==> config.mk <==
export PLATFORM = sky130hd
export DESIGN_NAME = ascii_frame_checksum_parser_flat
export DESIGN_NICKNAME = d
export VERILOG_FILES = /design/src/sv/afcp_pkg.sv /design/src/sv/afcp_byte_if.sv /design/src/sv/afcp_result_if.sv /design/src/sv/afcp_core.sv /design/src/sv/afcp_out_q.sv /design/src/sv/ascii_frame_checksum_parser.sv /design/src/flat_wrapper.sv
export VERILOG_INCLUDE_DIRS = /design/src /design/src/sv
export SDC_FILE = /design/constraint.sdc
export NUM_CORES = 1
export LEC_CHECK = 0
export BUFFER_PORTS_ARGS = -buffer_cell sky130_fd_sc_hd__buf_2
export CAP_MARGIN = 20
export CORE_ASPECT_RATIO = 0.75
export CORE_UTILIZATION = 40
export DETAILED_ROUTE_END_ITERATION = 10
export HOLD_SLACK_MARGIN = 0.03
export PLACE_DENSITY = 0.57
export SETUP_SLACK_MARGIN = 0.5
export SLEW_MARGIN = 20
export SYNTH_ARGS = -nofsm -noshare
export SYNTH_HDL_FRONTEND = slang
export SYNTH_SLANG_ARGS = --single-unit
==> constraint.sdc <==
create_clock -name clk -period 6.37 [get_ports clk]
set_input_delay 0 -clock clk [delete_from_list [all_inputs] [get_ports clk]]
set_output_delay 0 -clock clk [all_outputs]
set_load 0.02 [all_outputs]
==> src/sv/ascii_frame_checksum_parser_defines.svh <==
// Assertion macros shared by the parser RTL.
`ifndef ASCII_FRAME_CHECKSUM_PARSER_DEFINES_SVH
`define ASCII_FRAME_CHECKSUM_PARSER_DEFINES_SVH

`ifndef SYNTHESIS

`define AFCP_ASSERT_IMPL(name, ante, cons, msg) \
    name: assert property (@(posedge clk) disable iff (!rst_n) (ante) |-> (cons)) \
        else $error(msg);

`define AFCP_ASSERT_NEXT(name, ante, cons, msg) \
    name: assert property (@(posedge clk) disable iff (!rst_n) (ante) |=> (cons)) \
        else $error(msg);

`else

`define AFCP_ASSERT_IMPL(name, ante, cons, msg)

`define AFCP_ASSERT_NEXT(name, ante, cons, msg)

`endif

`endif

==> src/sv/afcp_pkg.sv <==
`default_nettype none

package afcp_pkg;

    localparam int BYTE_W   = 8;
    localparam int LIGHT_W  = 16;
    localparam int BTN_W    = 8;
    localparam int BTN_NUM  = 4;
    localparam int STATUS_W = 2;
    localparam int LEN_W    = 7;
    localparam int CFG_IDX_W = 2;

    localparam logic [CFG_IDX_W-1:0] CFG_START = 2'd0;
    localparam logic [CFG_IDX_W-1:0] CFG_CHECK = 2'd1;
    localparam logic [CFG_IDX_W-1:0] CFG_END   = 2'd2;

    localparam logic [BYTE_W-1:0] START_RESET = 8'h40;
    localparam logic [BYTE_W-1:0] CHECK_RESET = 8'h58;
    localparam logic [BYTE_W-1:0] END_RESET   = 8'h0D;

    localparam logic [BYTE_W-1:0] CHAR_0 = 8'h30;
    localparam logic [BYTE_W-1:0] CHAR_9 = 8'h39;
    localparam logic [BYTE_W-1:0] CHAR_A = 8'h41;
    localparam logic [BYTE_W-1:0] CHAR_F = 8'h46;
    localparam logic [BYTE_W-1:0] CHAR_R = 8'h52;
    localparam logic [BYTE_W-1:0] CHAR_B = 8'h42;
    localparam logic [BYTE_W-1:0] CHAR_C = 8'h43;
    localparam logic [BYTE_W-1:0] CHAR_D = 8'h44;

    typedef enum logic [2:0] {
        MI_HUNT,
        MI_R,
        MI_A,
        MI_B,
        MI_C,
        MI_D,
        MI_END
    } marker_t;

    typedef enum logic [STATUS_W-1:0] {
        ST_OK,
        ST_BAD_CHECK,
        ST_NO_MARKER
    } status_t;

    typedef struct packed {
        logic [LIGHT_W-1:0]            light_level;
        logic [BTN_NUM-1:0][BTN_W-1:0] buttons;
        status_t                       status;
    } result_t;

    // Byte that moves the parser from the given position to the next one.
    function automatic logic [BYTE_W-1:0] marker_code(input marker_t mi);
        logic [BYTE_W-1:0] code;
        unique case (mi)
            MI_R:    code = CHAR_R;
            MI_A:    code = CHAR_A;
            MI_B:    code = CHAR_B;
            MI_C:    code = CHAR_C;
            MI_D:    code = CHAR_D;
            default: code = '0;
        endcase
        return code;
    endfunction

    function automatic logic is_digit(input logic [BYTE_W-1:0] b);
        return (b >= CHAR_0) && (b <= CHAR_9);
    endfunction

    // Upper bit flags a byte that is not an uppercase hex digit.
    function automatic logic [4:0] hex_value(input logic [BYTE_W-1:0] b);
        logic [BYTE_W-1:0] d;
        logic [4:0]        v;
        d = '0;
        if (is_digit(b)) begin
            d = b - CHAR_0;
            v = {1'b0, d[3:0]};
        end else if ((b >= CHAR_A) && (b <= CHAR_F)) begin
            d = b - CHAR_A + 8'd10;
            v = {1'b0, d[3:0]};
        end else begin
            v = 5'b1_0000;
        end
        return v;
    endfunction

endpackage

`default_nettype wire

==> src/sv/afcp_byte_if.sv <==
`default_nettype none

interface afcp_byte_if;
    logic                           valid;
    logic                           ready;
    logic [afcp_pkg::BYTE_W-1:0]    rx_byte;

    modport source (output valid, output rx_byte, input ready);
    modport sink   (input valid, input rx_byte, output ready);
endinterface

`default_nettype wire

==> src/sv/afcp_result_if.sv <==
`default_nettype none

interface afcp_result_if;
    logic                           valid;
    logic                           ready;
    logic [afcp_pkg::LIGHT_W-1:0]   light_level;
    logic [afcp_pkg::BTN_W-1:0]     button_a;
    logic [afcp_pkg::BTN_W-1:0]     button_b;
    logic [afcp_pkg::BTN_W-1:0]     button_c;
    logic [afcp_pkg::BTN_W-1:0]     button_d;
    logic [afcp_pkg::STATUS_W-1:0]  status;

    modport source (
        output valid, output light_level, output button_a, output button_b,
        output button_c, output button_d, output status, input ready
    );
    modport sink (
        input valid, input light_level, input button_a, input button_b,
        input button_c, input button_d, input status, output ready
    );
endinterface

`default_nettype wire

==> src/sv/afcp_core.sv <==
`default_nettype none
`include "ascii_frame_checksum_parser_defines.svh"

module afcp_core #(
    parameter int MAX_FRAME_LEN = 64
) (
    input  wire logic                               clk,
    input  wire logic                               rst_n,
    input  wire logic                               cfg_we,
    input  wire logic [afcp_pkg::CFG_IDX_W-1:0]     cfg_index,
    input  wire logic [afcp_pkg::BYTE_W-1:0]        cfg_data,
    input  wire logic                               take,
    input  wire logic [afcp_pkg::BYTE_W-1:0]        rx_byte,
    output logic                                    res_push,
    output afcp_pkg::result_t                       res
);

    localparam logic [afcp_pkg::LEN_W:0] MAX_LEN = (afcp_pkg::LEN_W + 1)'(MAX_FRAME_LEN);

    logic [afcp_pkg::BYTE_W-1:0] start_reg, check_reg, end_reg;

    afcp_pkg::marker_t                                      mi_reg, mi_next;
    logic [afcp_pkg::LEN_W-1:0]                             len_reg, len_next;
    logic [afcp_pkg::BYTE_W-1:0]                            sum_reg, sum_next;
    logic                                                   frozen_reg, frozen_next;
    logic [1:0]                                             hexpos_reg, hexpos_next;
    logic [afcp_pkg::BYTE_W-1:0]                            rcv_reg, rcv_next;
    logic                                                   mis_reg, mis_next;
    logic                                                   de_reg, de_next;
    logic [afcp_pkg::LIGHT_W-1:0]                           light_reg, light_next;
    logic [afcp_pkg::BTN_NUM-1:0][afcp_pkg::BTN_W-1:0]      btn_reg, btn_next;

    // Check-path update of a byte inside a frame.
    logic [afcp_pkg::BYTE_W-1:0]    ck_sum;
    logic                           ck_frozen;
    logic [1:0]                     ck_hexpos;
    logic [afcp_pkg::BYTE_W-1:0]    ck_rcv;
    logic                           ck_mis;
    logic [4:0]                     hex_v;

    // Field-text update of a byte inside a frame.
    logic                                                   ft_ended;
    logic                                                   ft_de;
    logic [afcp_pkg::LIGHT_W-1:0]                           ft_light;
    logic [afcp_pkg::BTN_NUM-1:0][afcp_pkg::BTN_W-1:0]      ft_btn;
    logic [afcp_pkg::BYTE_W-1:0]                            digit;
    logic [1:0]                                             btn_sel;
    logic [2:0]                                             btn_off;

    logic [afcp_pkg::LEN_W:0] len_inc;
    logic                     end_hit;

    always_ff @(posedge clk or negedge rst_n)
    begin
        if (!rst_n)
        begin
            start_reg <= afcp_pkg::START_RESET;
            check_reg <= afcp_pkg::CHECK_RESET;
            end_reg   <= afcp_pkg::END_RESET;
        end
        else if (cfg_we)
        begin
            unique case (cfg_index)
                afcp_pkg::CFG_START: start_reg <= cfg_data;
                afcp_pkg::CFG_CHECK: check_reg <= cfg_data;
                afcp_pkg::CFG_END:   end_reg   <= cfg_data;
                default: ;
            endcase
        end
    end

    always_comb
    begin
        hex_v     = afcp_pkg::hex_value(rx_byte);
        ck_sum    = sum_reg;
        ck_frozen = frozen_reg;
        ck_hexpos = hexpos_reg;
        ck_rcv    = rcv_reg;
        ck_mis    = mis_reg;
        if (!frozen_reg)
        begin
            if (rx_byte == check_reg)
                ck_frozen = 1'b1;
            else
                ck_sum = sum_reg + rx_byte;
        end
        else if (!hexpos_reg[1])
        begin
            ck_mis    = mis_reg | hex_v[4];
            ck_rcv    = {rcv_reg[3:0], hex_v[3:0]};
            ck_hexpos = hexpos_reg + 2'd1;
        end
    end

    always_comb
    begin
        digit    = rx_byte - afcp_pkg::CHAR_0;
        btn_off  = 3'(mi_reg) - 3'(afcp_pkg::MI_B);
        btn_sel  = btn_off[1:0];
        ft_ended = de_reg || ((mi_reg == afcp_pkg::MI_END) && (rx_byte == check_reg))
                   || !afcp_pkg::is_digit(rx_byte);
        ft_de    = de_reg;
        ft_light = light_reg;
        ft_btn   = btn_reg;
        if (mi_reg >= afcp_pkg::MI_A)
        begin
            ft_de = ft_ended;
            if (!ft_ended)
            begin
                if (mi_reg == afcp_pkg::MI_A)
                    ft_light = (light_reg << 3) + (light_reg << 1)
                               + {{(afcp_pkg::LIGHT_W - 4){1'b0}}, digit[3:0]};
                else
                    ft_btn[btn_sel] = (btn_reg[btn_sel] << 3) + (btn_reg[btn_sel] << 1)
                                      + {{(afcp_pkg::BTN_W - 4){1'b0}}, digit[3:0]};
            end
        end
    end

    assign len_inc = {1'b0, len_reg} + {{afcp_pkg::LEN_W{1'b0}}, 1'b1};
    assign end_hit = take && (mi_reg == afcp_pkg::MI_END) && (len_inc <= MAX_LEN)
                     && (rx_byte == end_reg);

    // Next state of the frame tracker.
    always_comb
    begin
        mi_next     = mi_reg;
        len_next    = len_reg;
        sum_next    = sum_reg;
        frozen_next = frozen_reg;
        hexpos_next = hexpos_reg;
        rcv_next    = rcv_reg;
        mis_next    = mis_reg;
        de_next     = de_reg;
        light_next  = light_reg;
        btn_next    = btn_reg;
        if (take)
        begin
            if (mi_reg == afcp_pkg::MI_HUNT)
            begin
                if (rx_byte == start_reg)
                begin
                    mi_next     = afcp_pkg::MI_R;
                    len_next    = afcp_pkg::LEN_W'(1);
                    hexpos_next = '0;
                    rcv_next    = '0;
                    mis_next    = 1'b0;
                    de_next     = 1'b0;
                    light_next  = '0;
                    btn_next    = '0;
                    frozen_next = (rx_byte == check_reg);
                    sum_next    = (rx_byte == check_reg) ? '0 : rx_byte;
                end
            end
            else if ((len_inc > MAX_LEN) || end_hit)
            begin
                // Overlong frames are dropped; a closed frame starts over too.
                mi_next     = afcp_pkg::MI_HUNT;
                len_next    = '0;
                sum_next    = '0;
                frozen_next = 1'b0;
                hexpos_next = '0;
                rcv_next    = '0;
                mis_next    = 1'b0;
                de_next     = 1'b0;
                light_next  = '0;
                btn_next    = '0;
            end
            else
            begin
                len_next    = len_inc[afcp_pkg::LEN_W-1:0];
                sum_next    = ck_sum;
                frozen_next = ck_frozen;
                hexpos_next = ck_hexpos;
                rcv_next    = ck_rcv;
                mis_next    = ck_mis;
                if ((mi_reg != afcp_pkg::MI_END)
                    && (rx_byte == afcp_pkg::marker_code(mi_reg)))
                begin
                    mi_next = afcp_pkg::marker_t'(3'(mi_reg) + 3'd1);
                    de_next = 1'b0;
                end
                else
                begin
                    de_next    = ft_de;
                    light_next = ft_light;
                    btn_next   = ft_btn;
                end
            end
        end
    end

    // Result of a closing byte, built from the updated check state.
    always_comb
    begin
        res_push = end_hit;
        res      = '0;
        if (!ck_frozen)
            res.status = afcp_pkg::ST_NO_MARKER;
        else if (ck_mis || !ck_hexpos[1] || (ck_rcv != ck_sum))
            res.status = afcp_pkg::ST_BAD_CHECK;
        else
        begin
            res.status      = afcp_pkg::ST_OK;
            res.light_level = light_reg;
            res.buttons     = btn_reg;
        end
    end

    always_ff @(posedge clk or negedge rst_n)
    begin
        if (!rst_n)
        begin
            mi_reg     <= afcp_pkg::MI_HUNT;
            len_reg    <= '0;
            sum_reg    <= '0;
            frozen_reg <= 1'b0;
            hexpos_reg <= '0;
            rcv_reg    <= '0;
            mis_reg    <= 1'b0;
            de_reg     <= 1'b0;
            light_reg  <= '0;
            btn_reg    <= '0;
        end
        else
        begin
            mi_reg     <= mi_next;
            len_reg    <= len_next;
            sum_reg    <= sum_next;
            frozen_reg <= frozen_next;
            hexpos_reg <= hexpos_next;
            rcv_reg    <= rcv_next;
            mis_reg    <= mis_next;
            de_reg     <= de_next;
            light_reg  <= light_next;
            btn_reg    <= btn_next;
        end
    end

    `AFCP_ASSERT_IMPL(a_len_tracks_hunt, 1'b1, ((mi_reg == afcp_pkg::MI_HUNT) == (len_reg == '0)), "frame length disagrees with hunting state")
    `AFCP_ASSERT_NEXT(a_hunt_after_result, res_push, ((mi_reg == afcp_pkg::MI_HUNT) && (len_reg == '0)), "parser did not return to hunting after a result")
    `AFCP_ASSERT_IMPL(a_hex_after_marker, (hexpos_reg != 2'd0), frozen_reg, "hex digits counted before the check marker")

endmodule

`default_nettype wire

==> src/sv/afcp_out_q.sv <==
`default_nettype none
`include "ascii_frame_checksum_parser_defines.svh"

module afcp_out_q (
    input  wire logic               clk,
    input  wire logic               rst_n,
    input  wire logic               push,
    input  wire afcp_pkg::result_t  din,
    output logic                    full,
    output logic                    out_valid,
    input  wire logic               out_ready,
    output afcp_pkg::result_t       dout
);

    afcp_pkg::result_t  slot0_reg, slot0_next;
    afcp_pkg::result_t  slot1_reg, slot1_next;
    logic [1:0]         count_reg, count_next;
    logic               pop;

    assign full      = count_reg[1];
    assign out_valid = (count_reg != 2'd0);
    assign dout      = slot0_reg;
    assign pop       = out_valid && out_ready;

    always_comb
    begin
        slot0_next = slot0_reg;
        slot1_next = slot1_reg;
        count_next = count_reg;
        if (pop)
        begin
            slot0_next = slot1_reg;
            count_next = count_reg - 2'd1;
        end
        if (push)
        begin
            // The newest item lands behind whatever is left after a pop.
            if (count_next == 2'd0)
                slot0_next = din;
            else
                slot1_next = din;
            count_next = count_next + 2'd1;
        end
    end

    always_ff @(posedge clk)
    begin
        slot0_reg <= slot0_next;
        slot1_reg <= slot1_next;
    end

    always_ff @(posedge clk or negedge rst_n)
    begin
        if (!rst_n)
            count_reg <= '0;
        else
            count_reg <= count_next;
    end

    `AFCP_ASSERT_IMPL(a_no_push_when_full, push, !full, "result pushed into a full queue")
    `AFCP_ASSERT_NEXT(a_count_hold, (!push && !pop), $stable(count_reg), "queue count moved without traffic")
    `AFCP_ASSERT_IMPL(a_count_bound, 1'b1, (count_reg != 2'd3), "queue count out of range")

endmodule

`default_nettype wire

==> src/sv/ascii_frame_checksum_parser.sv <==
`default_nettype none

// Frame parser for @R<light>A<a>B<b>C<c>D<d>X<hh><CR> style byte streams. It takes one
// received byte per clock cycle while the result queue has room, as each byte only updates
// the frame tracker registers through shallow logic. The result of a frame is registered in
// a two-entry result queue and offered on the result channel; the queue lets the input keep
// flowing while a result waits, and the input stalls only when both entries are occupied.
// The user must write configuration registers through the plain write port only while idle;
// the block does not enforce this, and there is no clearing pass after reset.
module ascii_frame_checksum_parser #(
    parameter int MAX_FRAME_LEN = 64
) (
    input  wire logic                           clk,
    input  wire logic                           rst_n,
    input  wire logic                           cfg_we,
    input  wire logic [afcp_pkg::CFG_IDX_W-1:0] cfg_index,
    input  wire logic [afcp_pkg::BYTE_W-1:0]    cfg_data,
    afcp_byte_if.sink                           rx_ch,
    afcp_result_if.source                       res_ch
);

    logic               take;
    logic               res_push;
    logic               q_full;
    afcp_pkg::result_t  res;
    afcp_pkg::result_t  q_out;

    assign rx_ch.ready = !q_full;
    assign take        = rx_ch.valid && !q_full;

    afcp_core #(
        .MAX_FRAME_LEN (MAX_FRAME_LEN)
    ) u_core (
        .clk       (clk),
        .rst_n     (rst_n),
        .cfg_we    (cfg_we),
        .cfg_index (cfg_index),
        .cfg_data  (cfg_data),
        .take      (take),
        .rx_byte   (rx_ch.rx_byte),
        .res_push  (res_push),
        .res       (res)
    );

    afcp_out_q u_out_q (
        .clk       (clk),
        .rst_n     (rst_n),
        .push      (res_push),
        .din       (res),
        .full      (q_full),
        .out_valid (res_ch.valid),
        .out_ready (res_ch.ready),
        .dout      (q_out)
    );

    assign res_ch.light_level = q_out.light_level;
    assign res_ch.button_a    = q_out.buttons[0];
    assign res_ch.button_b    = q_out.buttons[1];
    assign res_ch.button_c    = q_out.buttons[2];
    assign res_ch.button_d    = q_out.buttons[3];
    assign res_ch.status      = q_out.status;

endmodule

`default_nettype wire
==> src/flat_wrapper.sv <==
// flat-port wrapper written by rule: the top's interface ports become plain ports
module ascii_frame_checksum_parser_flat 
#(
    parameter int MAX_FRAME_LEN = 64
)
  (clk, rst_n, cfg_we, cfg_index, cfg_data, rx_ch_valid, rx_ch_rx_byte, rx_ch_ready, res_ch_valid, res_ch_light_level, res_ch_button_a, res_ch_button_b, res_ch_button_c, res_ch_button_d, res_ch_status, res_ch_ready);
  afcp_byte_if rx_ch_i ();
  afcp_result_if res_ch_i ();
  input  wire logic clk;
  input  wire logic rst_n;
  input  wire logic cfg_we;
  input  wire logic [afcp_pkg::CFG_IDX_W-1:0] cfg_index;
  input  wire logic [afcp_pkg::BYTE_W-1:0] cfg_data;
  input wire logic [$bits(rx_ch_i.valid)-1:0] rx_ch_valid;
  input wire logic [$bits(rx_ch_i.rx_byte)-1:0] rx_ch_rx_byte;
  output wire logic [$bits(rx_ch_i.ready)-1:0] rx_ch_ready;
  output wire logic [$bits(res_ch_i.valid)-1:0] res_ch_valid;
  output wire logic [$bits(res_ch_i.light_level)-1:0] res_ch_light_level;
  output wire logic [$bits(res_ch_i.button_a)-1:0] res_ch_button_a;
  output wire logic [$bits(res_ch_i.button_b)-1:0] res_ch_button_b;
  output wire logic [$bits(res_ch_i.button_c)-1:0] res_ch_button_c;
  output wire logic [$bits(res_ch_i.button_d)-1:0] res_ch_button_d;
  output wire logic [$bits(res_ch_i.status)-1:0] res_ch_status;
  input wire logic [$bits(res_ch_i.ready)-1:0] res_ch_ready;
  assign rx_ch_i.valid = rx_ch_valid;
  assign rx_ch_i.rx_byte = rx_ch_rx_byte;
  assign rx_ch_ready = rx_ch_i.ready;
  assign res_ch_valid = res_ch_i.valid;
  assign res_ch_light_level = res_ch_i.light_level;
  assign res_ch_button_a = res_ch_i.button_a;
  assign res_ch_button_b = res_ch_i.button_b;
  assign res_ch_button_c = res_ch_i.button_c;
  assign res_ch_button_d = res_ch_i.button_d;
  assign res_ch_status = res_ch_i.status;
  assign res_ch_i.ready = res_ch_ready;
  ascii_frame_checksum_parser #(.MAX_FRAME_LEN(MAX_FRAME_LEN)) u_core (.clk(clk), .rst_n(rst_n), .cfg_we(cfg_we), .cfg_index(cfg_index), .cfg_data(cfg_data), .rx_ch(rx_ch_i), .res_ch(res_ch_i));
endmodule
# == Word level (Yosys, flattened, before mapping) ==
# Index checks and enable logic that the tools add are counted.
# word_totals
ff_bits,205
inputBits,23
out_inout_bits,52
wordCells,182
# classes
n_addsub,14
magnitude_cmp,9
n_eq_ne,19
muxes,71
bitwise_logic,2
n_reduce_logical,37
# ops
operator,n
$mux W32,7
$mux W50,3
$mux W8,15
$mux W16,7
$mux W48,2
$pmux W7 S5,1
$bwmux W32,1
$eq A8 B8 Y1,4
$mux W7,4
$add A16 B16 Y16,1
$add A16 B4 Y16,1
$add A8 B8 Y8,2
$bmux W8 S2,1
$demux W8 S2,1
$le A8 B7 Y1 const B,2
$mux W2,8
$mux W1,15
$mux W3,4
$reduce_and A6 Y1,2
$reduce_bool A3 Y1,4
$logic_and A1 B1 Y1,10
$mux W5,2
$reduce_and A2 Y1,5
$eq A3 B3 Y1 const B,3
33 further kinds,47

# == Depth between registers and ports, before layout ==
# depth
word_depth,14
depth_mapped,15
mapped_depth_nobuf,13

# == Cells and area by module ==
# Synthesis repeated with hierarchy kept, for this count alone.
# unflattened
hier_cells,1007
area_unflattened_um2,10959.3
# by_module_without_submodules
module,n_inst,cells_each,area_per_inst_um2,seq_area_each_um2
afcp_core,1,723,7168.1,2586.2
afcp_out_q,1,282,3781.1,2552.4
ascii_frame_checksum_parser,1,2,10.0,0.0

# == Worst setup path before layout ==
# OpenSTA, ideal clock, no wires.
# synth_timing
path_type,flip-flop to flip-flop
start,register u_core.u_core.mi_reg[0]
end,"register u_core.u_out_q.slot1_reg[0] in the netlist's numbering, enable pin"
setup_ns,0.464
arrival_time_ns,4.149
t_required_ns,5.906
path_slack_ns,1.758
path_stages_with_launch,8
n_path_buf,1
synth_period_minus_slack_ns,4.612
path_cell_list,dfrtp_1 clkbuf_1 inv_1 ha_1 nand4_1 or3_1 nor2b_1 nor2b_1
# synth_via
elab_chain_cells,5
# synth_lines
element,line_no,source
from (decl),afcp_core.sv:22,"afcp_pkg::marker_t mi_reg, mi_next;"
from (signal assigned),afcp_core.sv:214,mi_reg <= afcp_pkg::MI_HUNT;
from (signal assigned),afcp_core.sv:227,mi_reg <= mi_next;
$eq A3 B3 Y1,afcp_core.sv:121,assign end_hit = take && (mi_reg == afcp_pkg::MI_END) && (len_inc <= MAX_LEN)
$logic_and A1 B1 Y1 (2 in series),afcp_core.sv:121,
$logic_and A1 B1 Y1,afcp_core.sv:122,&& (rx_byte == end_reg);
$reduce_and A2 Y1 (no line),-,
to (signal assigned),afcp_out_q.sv:49,slot1_reg <= slot1_next;
to (decl),afcp_out_q.sv:16,"afcp_pkg::result_t slot1_reg, slot1_next;"
# Every way passes these cells.
# A chain may end at the register's enable or synchronous reset.

# == Worst setup path after layout ==
# layout_timing
start,register u_core.u_core.mi_reg[0]
end,register u_core.u_core.btn_reg[15] in the netlist's numbering
# layout_via
elab_chain_cells,12
elab_cells_between_ends,45
classes_between,add/sub: 3; order compare: 3; eq/ne: 12; mux: 15; reduce/logical: 12
# layout_lines
element,line_no,source
$sub A2 B2 Y2,afcp_core.sv:98,btn_off = 3'(mi_reg) - 3'(afcp_pkg::MI_B);
$bmux W8 S2 (tied with other cells),afcp_core.sv:114,ft_btn[btn_sel] = (btn_reg[btn_sel] << 3) + (btn_reg[btn_sel] << 1)
$mux W7 (implied by the code) or $logic_and A1 B1 Y1 (tied branches),afcp_core.sv:114,
$add A8 B8 Y8 or $mux W8 (tied branches),afcp_core.sv:114,
$add A8 B4 Y8 or $demux W8 S2 (tied branches),"afcp_core.sv:115, afcp_core.sv:114",
$bwmux W32,afcp_core.sv:114,
$mux W32,afcp_core.sv:110,if (mi_reg == afcp_pkg::MI_A)
$mux W32,afcp_core.sv:108,if (!ft_ended)
$mux W32,afcp_core.sv:105,if (mi_reg >= afcp_pkg::MI_A)
$mux W32,afcp_core.sv:177,if ((mi_reg != afcp_pkg::MI_END)
$mux W32,afcp_core.sv:155,else if ((len_inc > MAX_LEN) || end_hit)
$mux W32,afcp_core.sv:139,if (mi_reg == afcp_pkg::MI_HUNT)
to (signal assigned),afcp_core.sv:236,btn_reg <= btn_next;
to (decl),afcp_core.sv:31,"logic [afcp_pkg::BTN_NUM-1:0][afcp_pkg::BTN_W-1:0] btn_reg, btn_next;"
# Parallel ways exist; a longest one is shown, timed or not. The select of a mux whose other input is x is not followed.

==> flow_metrics.env <==
export IMPL_clkSinkCount=205
export IMPL_highest_signal_layer="met4"
export IMPL_endpoint_kind="flip-flop"
export IMPL_largest_cells_by_area_after_synthesis="sky130_fd_sc_hd__dfrtp_1, sky130_fd_sc_hd__edfxtp_1, sky130_fd_sc_hd__dfxtp_1"
export IMPL_max_slew_worst_pin_slew_ps=1040
export IMPL_clk_pin_slew_worst_paths_ps=60
export IMPL_cts_tree="yes"
export IMPL_finalCritPeriodShare=0.635
export IMPL_timing_reg2reg_worst_path_depth=12
export IMPL_fin_crit_ps=4040
export IMPL_area_growth_pct=15.0
export IMPL_synth_area_per_cell_um2=11.0
export IMPL_met2_length_um=10200
export IMPL_detail_route_wirelength_met1_um=13300
export IMPL_holdCritPathClass="in2async"
export IMPL_worstSetupStartpointType="flip-flop"
export IMPL_fillerInstances=2422
export IMPL_core_footprint_mm2=0.0262
export IMPL_die_height_um=144
export IMPL_drv_slew=0
export IMPL_crit_arrival_ps=4460
export IMPL_antenna_violating_nets_post_route=0
export IMPL_cell_internal_pwr_mw=2.99
export IMPL_grt_ovfl_total=0
export IMPL_vdd_ir_drop_worst_mv=0.202
export IMPL_post_synth_top_count_cell="sky130_fd_sc_hd__dfrtp_1"
export IMPL_postRouteWirelength_um=24900
export IMPL_combPwrFrac=0.313
export IMPL_timing_critical_path_from="u_core.u_core.mi_reg[0]"
export IMPL_via_per_inst=5.30
export IMPL_setup_ws_ps=2330
export IMPL_effective_utilization_at_floorplan=0.411
export IMPL_detailedPlacementHpwl_um=16800
export IMPL_first_global_vias=7026
export IMPL_crit_fanout=13
export IMPL_met3RoutedLength_um=1010
export IMPL_synth_edff_count=50
export IMPL_htree_num_levels=1
export IMPL_clockPowerShare=0.302
export IMPL_cts_resized=0
export IMPL_cp_required_ps=6780
export IMPL_worst_slew_margin_rel=0.305
export IMPL_num_antenna_cells=0
export IMPL_finalNetCount=1135
export IMPL_fin_skew_ps=11.9
export IMPL_yosys_warnings=0
export IMPL_power_leakage_nw=5.55
export IMPL_dr_total_vias=7479
export IMPL_cts_hold_fix_buffers=18
export IMPL_ys_seq_area_frac=0.477
export IMPL_antenna_violations_before_repair=0
export IMPL_dpl_cell_count=1350
export IMPL_post_place_cell_area_mm2=0.0114
export IMPL_clock_buffers_created_by_tritoncts=23
export IMPL_postSynthRegisterBits=205
export IMPL_ios=75
export IMPL_routedWlPerCell_um=17.7
export IMPL_psw_mw=1.49
export IMPL_placement_rows=51
export IMPL_status="finished, final reports clean"
export IMPL_synth_largest_type_area_fraction=0.228
export IMPL_io_buffer_count=74
export IMPL_groute_usage_overall=0.186
export IMPL_p_per_area_mw_per_mm2=361
export IMPL_hold_viol=0
export IMPL_grt_pass1_wl_um=40300
export IMPL_final_layout_size_suffix_gt1_frac=0.206
export IMPL_p_sw_frac=0.333
export IMPL_synth_cell_types=68
export IMPL_worst_skew_pair_late_latency_ps=530
export IMPL_gpl_final_weighted_congestion=0.858
export IMPL_r2r_start="u_core.u_core.mi_reg[0]"
export IMPL_maximum_number_of_pins_on_one_net_before_global_route_repair=100
export IMPL_cts_root_buffer_cell="sky130_fd_sc_hd__clkbuf_16"
export IMPL_worstSetupEndpoint="u_core.u_core.btn_reg[15]"
export IMPL_die_width_um=192
export IMPL_die_footprint_mm2=0.0276
export IMPL_worst_r2r_endpoint="u_core.u_core.btn_reg[15]"
export IMPL_synth_flop_cell="sky130_fd_sc_hd__dfrtp_1"
export IMPL_synth_largest_area_cell="sky130_fd_sc_hd__dfrtp_1"
export IMPL_synth_async_reset_ratio=0.512
export IMPL_postSynthNetCount=1062
export IMPL_setup_worst_path_class="reg2reg"
export IMPL_detail_route_drc_violations=0
export IMPL_final_area_mm2=0.0124
export IMPL_place_ws_ps=2300
export IMPL_final_instance_count_excl_fill=1410
export IMPL_ctsLongestPathBuffers=3
export IMPL_syn_instance_count=976
export IMPL_ff2ff_setup_slack_ps=2330
export IMPL_cap_violations=0
export IMPL_detailedRoute_firstIterationViolations=543
export IMPL_setup_total_negative_slack_ps=0
export IMPL_setup_viol_count_final=0
export IMPL_max_freq_mhz=247
export IMPL_synthesis_area_mm2=0.0108
export IMPL_pwr_share_seq=0.385
export IMPL_grt_setup_unrepaired="false"
export IMPL_drt_first_pass_iters=5
export IMPL_post_cts_setup_buffer_count=0
export IMPL_netlist_top_cells_count="sky130_fd_sc_hd__dfrtp_1, sky130_fd_sc_hd__nor2_1, sky130_fd_sc_hd__ha_1, sky130_fd_sc_hd__mux2i_1, sky130_fd_sc_hd__nand2_1"
## worst max-delay path, cell delays in order (launching register included)
cell and delay, ps:
sky130_fd_sc_hd__dfrtp_1 730, sky130_fd_sc_hd__inv_1 210, sky130_fd_sc_hd__ha_1 550, sky130_fd_sc_hd__mux4_2 410, sky130_fd_sc_hd__fa_1 490, sky130_fd_sc_hd__ha_1 310, sky130_fd_sc_hd__a21o_1 180, sky130_fd_sc_hd__a21oi_1 230
sky130_fd_sc_hd__o21bai_1 100, sky130_fd_sc_hd__a21oi_1 180, sky130_fd_sc_hd__xnor2_1 200, sky130_fd_sc_hd__nor2_1 90, sky130_fd_sc_hd__mux2_2 260
## through the flow
| step | utilization | power, mW | hold slack (ps) |
|---|---|---|---|
| finish | 0.472 | 4.47 | 36.5 |
| global route | 0.472 | 4.75 | 40.0 |
| CTS | 0.472 | 4.53 | 33.5 |
| detailed placement | 0.436 | 3.15 | -8.14 |
| global placement | 0.435 | 3.12 | -10.7 |
| floorplan | - | 2.75 | -296 |
## kinds of logic (layout without fill, tap and decap cells)
| kind of cell | count (synthesis) | count (layout) | share of synthesized area |
|---|---|---|---|
| flops | 205 | 205 | 0.477 |
| xor+xnor | 61 | 61 | 0.0496 |
| compound gates | 209 | 209 | 0.145 |
| mux | 97 | 97 | 0.102 |
| simple gates | 258 | 258 | 0.117 |
| buf+inv | 83 | 173 | 0.0323 |
| fa+ha+maj | 63 | 63 | 0.0766 |
## per-layer routing
layer / vias up / global-route usage
met3: 28 / 0.0252
met1: 3601 / 0.295
met5: - / 0
met4: 0 / 0.0414
met2: 152 / 0.262
li1: 3698 / -
## power groups by stage
| stage | sequential [mW] | combinational [mW] | clock (mW) |
|---|---|---|---|
| after floorplan | 1.87 | 0.881 | 0 |
| after detailed placement | 1.75 | 1.40 | 0 |
| after global placement | 1.74 | 1.38 | 0 |
| after CTS | 1.72 | 1.41 | 1.39 |
| after global routing | 1.76 | 1.55 | 1.45 |
| final | 1.72 | 1.40 | 1.35 |
## worst min path at each step
| stage | end | slack [ps] | cells after the start |
|---|---|---|---|
| after floorplan | u_core.u_core.btn_reg[0] | -300 | 0 |
| after global placement | u_core.u_core.start_reg[1] | -10 | 1 |
| after detailed placement | u_core.u_core.start_reg[0] | -8 | 1 |
| after CTS | u_core.u_core.check_reg[3] | 30 | 2 |
| after global routing | u_core.u_core.check_reg[3] | 40 | 2 |
| final | u_core.u_core.check_reg[3] | 40 | 2 |
## layout by cell type (no fill, tap or decap), types with 4 or more instances in the layout
master	synthesis	routed
sky130_fd_sc_hd__nor2_1	78	76
sky130_fd_sc_hd__a21o_1	5	5
sky130_fd_sc_hd__mux4_2	7	7
sky130_fd_sc_hd__a21oi_1	20	20
sky130_fd_sc_hd__dlygate4sd3_1	0	17
sky130_fd_sc_hd__clkbuf_1	30	10
sky130_fd_sc_hd__dfrtp_1	98	98
sky130_fd_sc_hd__mux2i_1	58	58
sky130_fd_sc_hd__a31o_2	48	48
sky130_fd_sc_hd__ha_1	58	58
sky130_fd_sc_hd__buf_2	14	73
sky130_fd_sc_hd__xnor2_1	37	37
sky130_fd_sc_hd__o21bai_1	5	5
sky130_fd_sc_hd__clkbuf_16	0	23
sky130_fd_sc_hd__buf_4	1	7
sky130_fd_sc_hd__nor4_1	5	5
sky130_fd_sc_hd__dfxtp_1	50	50
sky130_fd_sc_hd__inv_1	33	33
sky130_fd_sc_hd__nor2b_1	7	5
sky130_fd_sc_hd__nand4_1	6	6
sky130_fd_sc_hd__and3_1	8	8
sky130_fd_sc_hd__o211ai_1	4	4
sky130_fd_sc_hd__mux2_2	31	31
sky130_fd_sc_hd__o21ai_0	47	47
sky130_fd_sc_hd__dfstp_2	7	7
sky130_fd_sc_hd__and2_1	53	52
sky130_fd_sc_hd__a32o_1	8	8
sky130_fd_sc_hd__nand2_1	57	57
sky130_fd_sc_hd__nand3_1	20	20
sky130_fd_sc_hd__clkbuf_8	0	5
sky130_fd_sc_hd__edfxtp_1	50	50
sky130_fd_sc_hd__nor3_1	8	8
sky130_fd_sc_hd__fa_1	5	5
sky130_fd_sc_hd__a22o_1	33	33
sky130_fd_sc_hd__xor2_1	24	24
## layout make-up
class                   count  area (um2)  area share
clock buffers              38         682      0.0550
multi-input cells         688        5320       0.429
flip-flops and latches    205        5140       0.415
repair buffers             98         608      0.0491
clock inverters             4        85.1     0.00687
inverters                  33         124      0.0100
well taps                 344         430      0.0347
Note: power is estimated with default switching activity, not from simulation.
